<file path="src/rtl/ascii_command_frame_parser_unit_defines.svh">
// Assertion macros shared by the parser modules.
`ifndef ASCII_COMMAND_FRAME_PARSER_UNIT_DEFINES_SVH
`define ASCII_COMMAND_FRAME_PARSER_UNIT_DEFINES_SVH

// Check that a property holds on every clock edge outside reset.
`define ACFP_ASSERT(lbl, clk, rstn, prop, msg) \
  lbl: assert property (@(posedge clk) disable iff (!rstn) (prop)) else $error(msg);

// Check that a property holds, with no reset qualification.
`define ACFP_ASSERT_ALWAYS(lbl, clk, prop, msg) \
  lbl: assert property (@(posedge clk) (prop)) else $error(msg);

`endif

</file>
<file path="src/rtl/acfp_pkg.sv">
// ----------------------------------------------------------------------------
// acfp_pkg
// Shared types and constants of the ASCII command frame parser.
// ----------------------------------------------------------------------------
`default_nettype none
package acfp_pkg;
  localparam int unsigned QDepth = 2;
  localparam int unsigned QPtrW  = 1;

  localparam logic [2:0] KIND_START   = 3'd0;
  localparam logic [2:0] KIND_STOP    = 3'd1;
  localparam logic [2:0] KIND_WS      = 3'd2;
  localparam logic [2:0] KIND_SS      = 3'd3;
  localparam logic [2:0] KIND_UNKNOWN = 3'd4;

  // One classified byte handed from front to back.
  typedef struct packed {
    logic       feed;     // deliver c as text
    logic       feed_gt;  // deliver a held-back '>' before c
    logic [7:0] c;
    logic       last;
    logic       frame_ok;
  } req_t;
endpackage
`default_nettype wire

</file>
<file path="src/rtl/acfp_front.sv">
// ----------------------------------------------------------------------------
// acfp_front
// Framing checker: tracks the open/close bytes and CR/LF tail and tells the
// back end which text bytes to parse.
// ----------------------------------------------------------------------------
`default_nettype none
module acfp_front (
  input  wire logic             clk_i,
  input  wire logic             rst_ni,
  input  wire logic             valid_i,
  input  wire logic [7:0]       data_byte_i,
  input  wire logic             frame_last_i,
  output acfp_pkg::req_t        req_o,
  output logic                  push_o,
  input  wire logic             full_i,
  output logic                  stall_o
);
  logic [2:0] byte_count_q, byte_count_d;
  logic [2:0] count_last_q, count_last_d;
  logic       opened_q, opened_d;
  logic       close_q, close_d;
  logic       pend_q, pend_d;
  logic       crlf, gt, acc;

  assign stall_o = full_i;
  assign acc     = valid_i && !full_i;
  assign push_o  = acc;
  assign crlf    = (data_byte_i == 8'd13) || (data_byte_i == 8'd10);
  assign gt      = (data_byte_i == 8'h3E);

  always_comb begin
    byte_count_d = byte_count_q;
    count_last_d = count_last_q;
    opened_d     = opened_q;
    close_d      = close_q;
    pend_d       = pend_q;
    req_o        = '0;
    req_o.c      = data_byte_i;
    req_o.last   = frame_last_i;
    if (byte_count_q == 3'd0) begin
      opened_d = (data_byte_i == 8'h3C);
    end else if (gt) begin
      // feed only the older held '>'
      req_o.feed_gt = pend_q;
      pend_d        = 1'b1;
    end else if (crlf) begin
      req_o.feed = !pend_q;
    end else begin
      req_o.feed_gt = pend_q;
      req_o.feed    = 1'b1;
      pend_d        = 1'b0;
    end
    if (!crlf) begin
      close_d      = gt;
      count_last_d = (byte_count_q < 3'd4) ? byte_count_q + 3'd1 : 3'd4;
    end
    if (byte_count_q < 3'd4) byte_count_d = byte_count_q + 3'd1;
    req_o.frame_ok = opened_d && close_d && (count_last_d >= 3'd4);
    if (frame_last_i) begin
      byte_count_d = '0;
      count_last_d = '0;
      opened_d     = 1'b0;
      close_d      = 1'b0;
      pend_d       = 1'b0;
    end
  end

  always_ff @(posedge clk_i or negedge rst_ni) begin
    if (!rst_ni) begin
      byte_count_q <= '0;
      count_last_q <= '0;
      opened_q     <= 1'b0;
      close_q      <= 1'b0;
      pend_q       <= 1'b0;
    end else if (acc) begin
      byte_count_q <= byte_count_d;
      count_last_q <= count_last_d;
      opened_q     <= opened_d;
      close_q      <= close_d;
      pend_q       <= pend_d;
    end
  end
endmodule
`default_nettype wire

</file>
<file path="src/rtl/acfp_queue.sv">
// ----------------------------------------------------------------------------
// acfp_queue
// Two-entry request queue between the front and back ends.
// ----------------------------------------------------------------------------
`default_nettype none
`include "ascii_command_frame_parser_unit_defines.svh"
module acfp_queue (
  input  wire logic           clk_i,
  input  wire logic           rst_ni,
  input  wire logic           push_i,
  input  wire acfp_pkg::req_t req_i,
  output logic                full_o,
  input  wire logic           pop_i,
  output logic                empty_o,
  output acfp_pkg::req_t      req_o
);
  acfp_pkg::req_t                 mem_q [acfp_pkg::QDepth];
  logic [acfp_pkg::QPtrW-1:0]     wp_q, rp_q;
  logic [acfp_pkg::QPtrW:0]       cnt_q;

  assign full_o  = (cnt_q == (acfp_pkg::QPtrW+1)'(acfp_pkg::QDepth));
  assign empty_o = (cnt_q == '0);
  assign req_o   = mem_q[rp_q];

  always_ff @(posedge clk_i) begin
    if (push_i) mem_q[wp_q] <= req_i;
  end

  always_ff @(posedge clk_i or negedge rst_ni) begin
    if (!rst_ni) begin
      wp_q  <= '0;
      rp_q  <= '0;
      cnt_q <= '0;
    end else begin
      if (push_i) wp_q <= wp_q + 1'b1;
      if (pop_i)  rp_q <= rp_q + 1'b1;
      cnt_q <= cnt_q + (acfp_pkg::QPtrW+1)'(push_i) - (acfp_pkg::QPtrW+1)'(pop_i);
    end
  end

  `ACFP_ASSERT(a_no_overflow, clk_i, rst_ni, !(push_i && full_o), "queue overflow")
  `ACFP_ASSERT(a_no_underflow, clk_i, rst_ni, !(pop_i && empty_o), "queue underflow")
  `ACFP_ASSERT(a_cnt_range, clk_i, rst_ni, cnt_q <= (acfp_pkg::QPtrW+1)'(acfp_pkg::QDepth),
    "queue count out of range")
endmodule
`default_nettype wire

</file>
<file path="src/rtl/acfp_back.sv">
// ----------------------------------------------------------------------------
// acfp_back
// Token parser: command word matcher and three saturating atol-style numbers.
// A held '>' is taken before the current byte, which may wait if it ends the frame.
// ----------------------------------------------------------------------------
`default_nettype none
`include "ascii_command_frame_parser_unit_defines.svh"
module acfp_back (
  input  wire logic           clk_i,
  input  wire logic           rst_ni,
  input  wire logic           empty_i,
  input  wire acfp_pkg::req_t req_i,
  output logic                pop_o,
  output logic                valid_o,
  input  wire logic           stall_i,
  output logic                frame_ok_o,
  output logic [2:0]          command_kind_o,
  output logic signed [31:0]  length_value_o,
  output logic signed [31:0]  first_value_o,
  output logic signed [31:0]  second_value_o
);
  localparam logic [3:0] WM_EMPTY = 4'd0, WM_S = 4'd1, WM_ST = 4'd2, WM_STA = 4'd3,
    WM_STAR = 4'd4, WM_START = 4'd5, WM_STO = 4'd6, WM_STOP = 4'd7, WM_W = 4'd8,
    WM_WS = 4'd9, WM_SS = 4'd10, WM_DEAD = 4'd11;
  localparam logic [1:0] PH_SKIP = 2'd0, PH_SIGN = 2'd1, PH_DIGITS = 2'd2, PH_DONE = 2'd3;

  logic [1:0]  tok_q, tok_d;
  logic [3:0]  wm_q, wm_d;
  logic [1:0]  ph_q, ph_d;
  logic        neg_q, neg_d;
  logic [31:0] acc_q [3];
  logic [31:0] acc_d [3];
  logic        fp_q, fp_d, sp_q, sp_d;
  logic        gt_done_q;
  logic        busy, step_gt, finish, out_free;
  logic [7:0]  ch, lc;
  logic        digit, space;
  logic [31:0] cur;
  logic signed [35:0] prod;
  logic signed [35:0] nv;
  logic [31:0] sat;
  logic [1:0]  ai;

  assign out_free = !valid_o || !stall_i;
  // only the last byte of a frame has to wait for the output register
  assign busy     = !empty_i && (out_free || !req_i.last);
  assign step_gt  = req_i.feed_gt && !gt_done_q;
  assign finish   = busy && !step_gt;
  assign pop_o    = finish;
  assign ch       = step_gt ? 8'h3E : req_i.c;
  assign lc       = (ch >= 8'h41 && ch <= 8'h5A) ? ch + 8'd32 : ch;
  assign digit    = (ch >= 8'h30) && (ch <= 8'h39);
  assign space    = (ch == 8'h20) || (ch >= 8'd9 && ch <= 8'd13);
  assign ai       = (tok_q == 2'd0) ? 2'd0 : tok_q - 2'd1;
  assign cur      = acc_q[ai];
  // times ten as shift-adds, then saturate
  assign prod = ($signed({{4{cur[31]}}, cur}) <<< 3) + ($signed({{4{cur[31]}}, cur}) <<< 1);
  assign nv   = neg_q ? prod - 36'(ch - 8'h30) : prod + 36'(ch - 8'h30);
  assign sat  = (nv > 36'sd2147483647) ? 32'h7FFFFFFF :
                (nv < -36'sd2147483648) ? 32'h80000000 : nv[31:0];

  function automatic logic [3:0] word_next(input logic [3:0] st, input logic [7:0] c);
    logic [3:0] r;
    r = WM_DEAD;
    unique case (st)
      WM_EMPTY: r = (c == 8'h73) ? WM_S : ((c == 8'h77) ? WM_W : WM_DEAD);
      WM_S:     r = (c == 8'h74) ? WM_ST : ((c == 8'h73) ? WM_SS : WM_DEAD);
      WM_ST:    r = (c == 8'h61) ? WM_STA : ((c == 8'h6F) ? WM_STO : WM_DEAD);
      WM_STA:   r = (c == 8'h72) ? WM_STAR : WM_DEAD;
      WM_STAR:  r = (c == 8'h74) ? WM_START : WM_DEAD;
      WM_STO:   r = (c == 8'h70) ? WM_STOP : WM_DEAD;
      WM_W:     r = (c == 8'h73) ? WM_WS : WM_DEAD;
      default:  r = WM_DEAD;
    endcase
    return r;
  endfunction

  always_comb begin
    tok_d = tok_q; wm_d = wm_q; ph_d = ph_q; neg_d = neg_q;
    acc_d = acc_q; fp_d = fp_q; sp_d = sp_q;
    if (busy && (step_gt || req_i.feed)) begin
      if (tok_q == 2'd2) fp_d = 1'b1;
      if (tok_q == 2'd3) sp_d = 1'b1;
      if (ch == 8'h2C && tok_q != 2'd3) begin
        tok_d = tok_q + 2'd1; ph_d = PH_SKIP; neg_d = 1'b0;
      end else if (tok_q == 2'd0) begin
        wm_d = word_next(wm_q, lc);
      end else begin
        priority if (ph_q == PH_DONE) begin
        end else if (ph_q == PH_SKIP && space) begin
        end else if (ph_q == PH_SKIP && (ch == 8'h2B || ch == 8'h2D)) begin
          neg_d = (ch == 8'h2D); ph_d = PH_SIGN;
        end else if (digit) begin
          ph_d = PH_DIGITS; acc_d[ai] = sat;
        end else begin
          ph_d = PH_DONE;
        end
      end
    end
  end

  always_ff @(posedge clk_i or negedge rst_ni) begin
    if (!rst_ni) begin
      tok_q <= '0; wm_q <= WM_EMPTY; ph_q <= PH_SKIP; neg_q <= 1'b0;
      acc_q <= '{default: '0}; fp_q <= 1'b0; sp_q <= 1'b0;
      gt_done_q <= 1'b0; valid_o <= 1'b0;
    end else begin
      if (busy) gt_done_q <= step_gt;
      if (finish && req_i.last) begin
        tok_q <= '0; wm_q <= WM_EMPTY; ph_q <= PH_SKIP; neg_q <= 1'b0;
        acc_q <= '{default: '0}; fp_q <= 1'b0; sp_q <= 1'b0;
        valid_o <= 1'b1;
      end else begin
        tok_q <= tok_d; wm_q <= wm_d; ph_q <= ph_d; neg_q <= neg_d;
        acc_q <= acc_d; fp_q <= fp_d; sp_q <= sp_d;
        if (!stall_i) valid_o <= 1'b0;
      end
    end
  end

  always_ff @(posedge clk_i) begin
    if (finish && req_i.last) begin
      frame_ok_o <= req_i.frame_ok;
      if (req_i.frame_ok) begin
        unique case (wm_d)
          WM_START: command_kind_o <= acfp_pkg::KIND_START;
          WM_STOP:  command_kind_o <= acfp_pkg::KIND_STOP;
          WM_WS:    command_kind_o <= acfp_pkg::KIND_WS;
          WM_SS:    command_kind_o <= acfp_pkg::KIND_SS;
          default:  command_kind_o <= acfp_pkg::KIND_UNKNOWN;
        endcase
        length_value_o <= acc_d[0];
        first_value_o  <= fp_d ? acc_d[1] : 32'hFFFFFFFF;
        second_value_o <= sp_d ? acc_d[2] : 32'hFFFFFFFF;
      end else begin
        command_kind_o <= '0; length_value_o <= '0;
        first_value_o  <= '0; second_value_o <= '0;
      end
    end
  end

  `ACFP_ASSERT(a_hold, clk_i, rst_ni, (valid_o && stall_i) |=> valid_o, "result dropped")
  `ACFP_ASSERT(a_gt_then_pop, clk_i, rst_ni, (busy && step_gt) |=> (!empty_i && gt_done_q),
    "held close byte lost")
  `ACFP_ASSERT(a_bad_zero, clk_i, rst_ni, (valid_o && !frame_ok_o) |-> (command_kind_o == '0),
    "bad frame fields not zero")
endmodule
`default_nettype wire

</file>
<file path="src/rtl/ascii_command_frame_parser_unit.sv">
// ----------------------------------------------------------------------------
// ascii_command_frame_parser_unit
// Parses "<cmd,len,v1,v2>" frames byte by byte and reports the fields.
// ----------------------------------------------------------------------------
// One byte per cycle is accepted while the request queue is not full. A
// byte that releases a held-back '>' into the text (a following '>' or any
// other non-CR/LF byte) is handled by the back-end parser as the '>' first
// and then the byte itself; a two-entry request queue absorbs this, so such
// bytes may briefly stall the input. An accepted byte is written into the
// queue and parsed from there. One result is given per frame, registered
// when its last byte leaves the queue. It waits in the output register
// until taken; meanwhile the parser keeps working and holds only when the
// next frame's last byte reaches it.
`default_nettype none
module ascii_command_frame_parser_unit (
  input  wire logic          clk_i,
  input  wire logic          rst_ni,
  input  wire logic          valid_i,
  output logic               stall_o,
  input  wire logic [7:0]    data_byte_i,
  input  wire logic          frame_last_i,
  output logic               valid_o,
  input  wire logic          stall_i,
  output logic               frame_ok_o,
  output logic [2:0]         command_kind_o,
  output logic signed [31:0] length_value_o,
  output logic signed [31:0] first_value_o,
  output logic signed [31:0] second_value_o
);
  acfp_pkg::req_t freq, breq;
  logic push, full, pop, empty;

  acfp_front u_front (.clk_i, .rst_ni, .valid_i, .data_byte_i, .frame_last_i,
    .req_o(freq), .push_o(push), .full_i(full), .stall_o);
  acfp_queue u_queue (.clk_i, .rst_ni, .push_i(push), .req_i(freq), .full_o(full),
    .pop_i(pop), .empty_o(empty), .req_o(breq));
  acfp_back u_back (.clk_i, .rst_ni, .empty_i(empty), .req_i(breq), .pop_o(pop),
    .valid_o, .stall_i, .frame_ok_o, .command_kind_o, .length_value_o,
    .first_value_o, .second_value_o);
endmodule
`default_nettype wire
</file>
<file path="config.mk">
export PLATFORM = sky130hd
export DESIGN_NAME = ascii_command_frame_parser_unit
export DESIGN_NICKNAME = d
export VERILOG_FILES = /design/src/rtl/acfp_pkg.sv /design/src/rtl/acfp_front.sv /design/src/rtl/acfp_queue.sv /design/src/rtl/acfp_back.sv /design/src/rtl/ascii_command_frame_parser_unit.sv
export VERILOG_INCLUDE_DIRS = /design/src /design/src/rtl
export SDC_FILE = /design/constraint.sdc
export NUM_CORES = 1
export LEC_CHECK = 0
export ABC_AREA = 1
export BUFFER_PORTS_ARGS = -buffer_cell sky130_fd_sc_hd__buf_4
export CORE_MARGIN = 10
export CORE_UTILIZATION = 54
export DETAILED_ROUTE_END_ITERATION = 10
export PLACE_DENSITY_LB_ADDON = 0.25
export RECOVER_POWER = 50
export SLEW_MARGIN = 20
export SYNTH_ARGS = -nofsm -noshare
export SYNTH_HDL_FRONTEND = slang
export SYNTH_SLANG_ARGS = --single-unit
</file>
<file path="constraint.sdc">
create_clock -name clk_i -period 8.05 [get_ports clk_i]
set_input_delay 0.4025 -clock clk_i [delete_from_list [all_inputs] [get_ports clk_i]]
set_output_delay 0.4025 -clock clk_i [all_outputs]
set_load 0.01 [all_outputs]
</file>
==> flow_summary.yaml <==
placement:
  io_buffers: 114
  routabilityCongestion: 0.958
  dp_hpwl_mm: 39.4
layout:
  syn2layout_area_growth_pct: 9.57
  num-nets-final: 2571
  num_antenna_cells: 0
  nFillCells: 3034
  multi_input_area_um2: 9380
  layout-drive-gt1-share_pct: 4.51
  regArea_um2: 6730
floorplanning:
  die_x_um: 200
  num_rows: 65
  ioPinCount: 115
  fp.dieArea_um2: 40000
  die_h_um: 200
  start_util_pct: 55.1
  core_area_um2: 31800
clock_tree:
  post-cts-setup-buffer-count: 0
  cts_buffer_depth: 3
  path_clk_slew_ns: 0.06
  cts_buffers: 27
  cts.repair.resized: 0
  h-tree-depth: 1
  cts_root_buffer: "clkbuf_16"
  clkLatencyLatePin_ns: 0.54
  cts_tree: "done"
  clock_sinks: 244
  cts-hold-fix-buffers: 1
critical_path:
  slowest_delay_ns: 0.70
  critPathLaunchType: "register"
  cpMostUsedCell: "nand3_1"
  crit_type: "reg2reg"
  crit_arrival_ns: 7.34
  crit_slowest_cell: "o21ai_0"
  end_kind: "register"
  cp_max_fo: 23
  path_buf_inv: 5
  worstPathRequired_ns: 8.30
  cp_top_family: "simple AND/OR/NAND/NOR gates"
routing:
  drt_iter0_drc: 1439
  wl_per_cell_um: 18.4
  ant_nets: 0
  dr.pass1.iters: 6
  routed_wirelength_mm: 53.3
  viasPerCell: 5.64
  route.detailed.drc: 0
  vias: 16300
sta:
  finalCritPeriodShare_pct: 88.0
  finalSetupTns_ns: 0
  tightestPinTransition_ns: 4.34
  fmax_mhz: 141
  skew_ns: 0.0263
  slew-limit-headroom_pct: -189
  rsz0062_at_grt: "no"
  setup_violations: 0
  hold_viol: 0
  fin_crit_ns: 7.09
  finalHoldWorstSlack_ns: 0.0723
  drv_slew: 241
yosys:
  synth_fp_nets: 2499
  synth-seq-cells: 244
  synth_top_area_share_pct: 21.3
  syn_inst: 2368
  synth_top_area_cell: "edfxtp_1"
  synth_xor_area_share_pct: 3.00
  synthTopCellsByArea: "edfxtp_1 (21%), dfrtp_1 (17%), nand2_1 (11%), ha_1 (8.2%), nor2_1 (6.7%)"
  syn_area_per_cell_um2: 7.40
  yosysSeqAreaShare_pct: 38.4
  synthAdderAreaFrac_pct: 8.56
  synth_common_cells: "nand2_1 (515), nor2_1 (312), inv_1 (274)"
  synth.most_common_cell: "nand2_1"
  synth_edf_count: 124
  yosys.area_share.simple_pct: 27.3
  yosysWarnings: 0
  synthesis.area_um2: 17500
  synth_top_family_by_area: "simple AND/OR/NAND/NOR gates"
  async_reset_ff_share_pct: 49.2
  synth-compound-area-share_pct: 14.5
  synthMuxAreaShare_pct: 0
  synth_cell_types: 55
  ys.flop_type: "edfxtp_1"
global_route:
  grt_pass1_wl_mm: 84.2
  grt_overflow_total: 0
  grt_pass1_vias: 16100
  grt_max_degree: 118
  grt_usage_pct: 26.2
  antenna_found_initial: 0
job:
  max_cap_violations: 3
run_status:
  status: "complete, but fails checks"
  violations: "max-capacitance violations, max-slew violations"
worst_hold_path:
  hp-class: "in2reg"
-- layout by cell type (no fill, tap or decap), types with 5 or more instances in the layout --
| master | n |
|---|---|
| a21boi_0 | 9 |
| a21o_1 | 16 |
| a21oi_1 | 193 |
| a31oi_1 | 10 |
| and2_1 | 5 |
| buf_4 | 15 |
| clkbuf_1 | 123 |
| clkbuf_16 | 27 |
| clkbuf_8 | 5 |
| dfrtp_1 | 120 |
| edfxtp_1 | 124 |
| ha_1 | 114 |
| inv_1 | 272 |
| inv_2 | 6 |
| nand2_1 | 514 |
| nand2_2 | 5 |
| nand2_4 | 20 |
| nand3_1 | 180 |
| nand4_1 | 12 |
| nor2_1 | 311 |
| nor3_1 | 35 |
| nor4_1 | 10 |
| o211ai_1 | 5 |
| o21a_1 | 8 |
| o21ai_0 | 131 |
| o21ai_1 | 37 |
| o21ai_2 | 6 |
| o21bai_1 | 10 |
| o22ai_1 | 23 |
| or2_2 | 6 |
| xnor2_1 | 16 |
| xor2_1 | 44 |
-- final timing paths --
check,cells after the start,slack (ns),startpoint,end
setup / recovery,30,0.96,u_back.tok_q[0],u_back.acc_q[66]
hold reg to reg,2,0.50,u_front.opened_q,u_front.opened_q
min in group asynchronous,2,1.20,rst_ni,u_front.opened_q
max in group asynchronous,3,1.62,rst_ni,u_back.acc_q[61]
setup reg to reg,30,0.96,u_back.tok_q[0],u_back.acc_q[66]
hold / removal,3,0.07,stall_i,u_back.valid_o
-- registers in the layout, summed over array words and instances, names as in the netlist, 2 cells and up --
name / count
u_back.tok_q: 2
u_front.byte_count_q: 3
u_queue.cnt_q: 2
u_back.ph_q: 2
u_back.length_value_o: 32
u_back.wm_q: 4
u_back.first_value_o: 32
u_queue.mem_q: 24
u_back.acc_q: 96
u_back.second_value_o: 32
u_back.command_kind_o: 3
-- cell type report --
type	count	area share, %
Sequential cell	244	35.1
Clock buffer	41	4.06
Timing Repair Buffer	132	3.12
Clock inverter	9	0.574
Inverter	279	5.46
Tap cell	435	2.84
Multi-Input combinational cell	1756	48.9
-- logic make-up after synthesis --
logic type      Yosys count
simple gates           1116
compound gates          462
buf+inv                 368
flops                   244
fa+ha+maj               118
xor+xnor                 60
-- stage by stage --
stage / instances / util (%) / worst slack, ns / area [um^2]
6_report: 2896 / 60.3 / 0.964 / 19200
5_1_grt: 2896 / 60.3 / 0.372 / 19200
4_1_cts: 2895 / 61.6 / 1.08 / 19600
3_5_place_dp: 2844 / 58.8 / 1.12 / 18700
3_3_place_gp: 2844 / 58.8 / 1.10 / 18700
2_1_floorplan: 2368 / - / 2.04 / 17500
-- metal layers --
layer,GRT usage (%),wire length [um],vias to the layer above
li1,-,-,7964
met1,32.1,21600,7704
met2,46.2,26800,560
met3,3.16,2940,115
met4,9.87,1930,0
met5,0,0,-
-- worst min-delay path, stage by stage --
cell,delay [ns]
buf_4,0.08
nand2_1,0.04
nand2_1,0.05
Power is left out: the tool's default activity adds up to more than one toggle a clock period on the data nets, which glitch-free logic cannot reach.
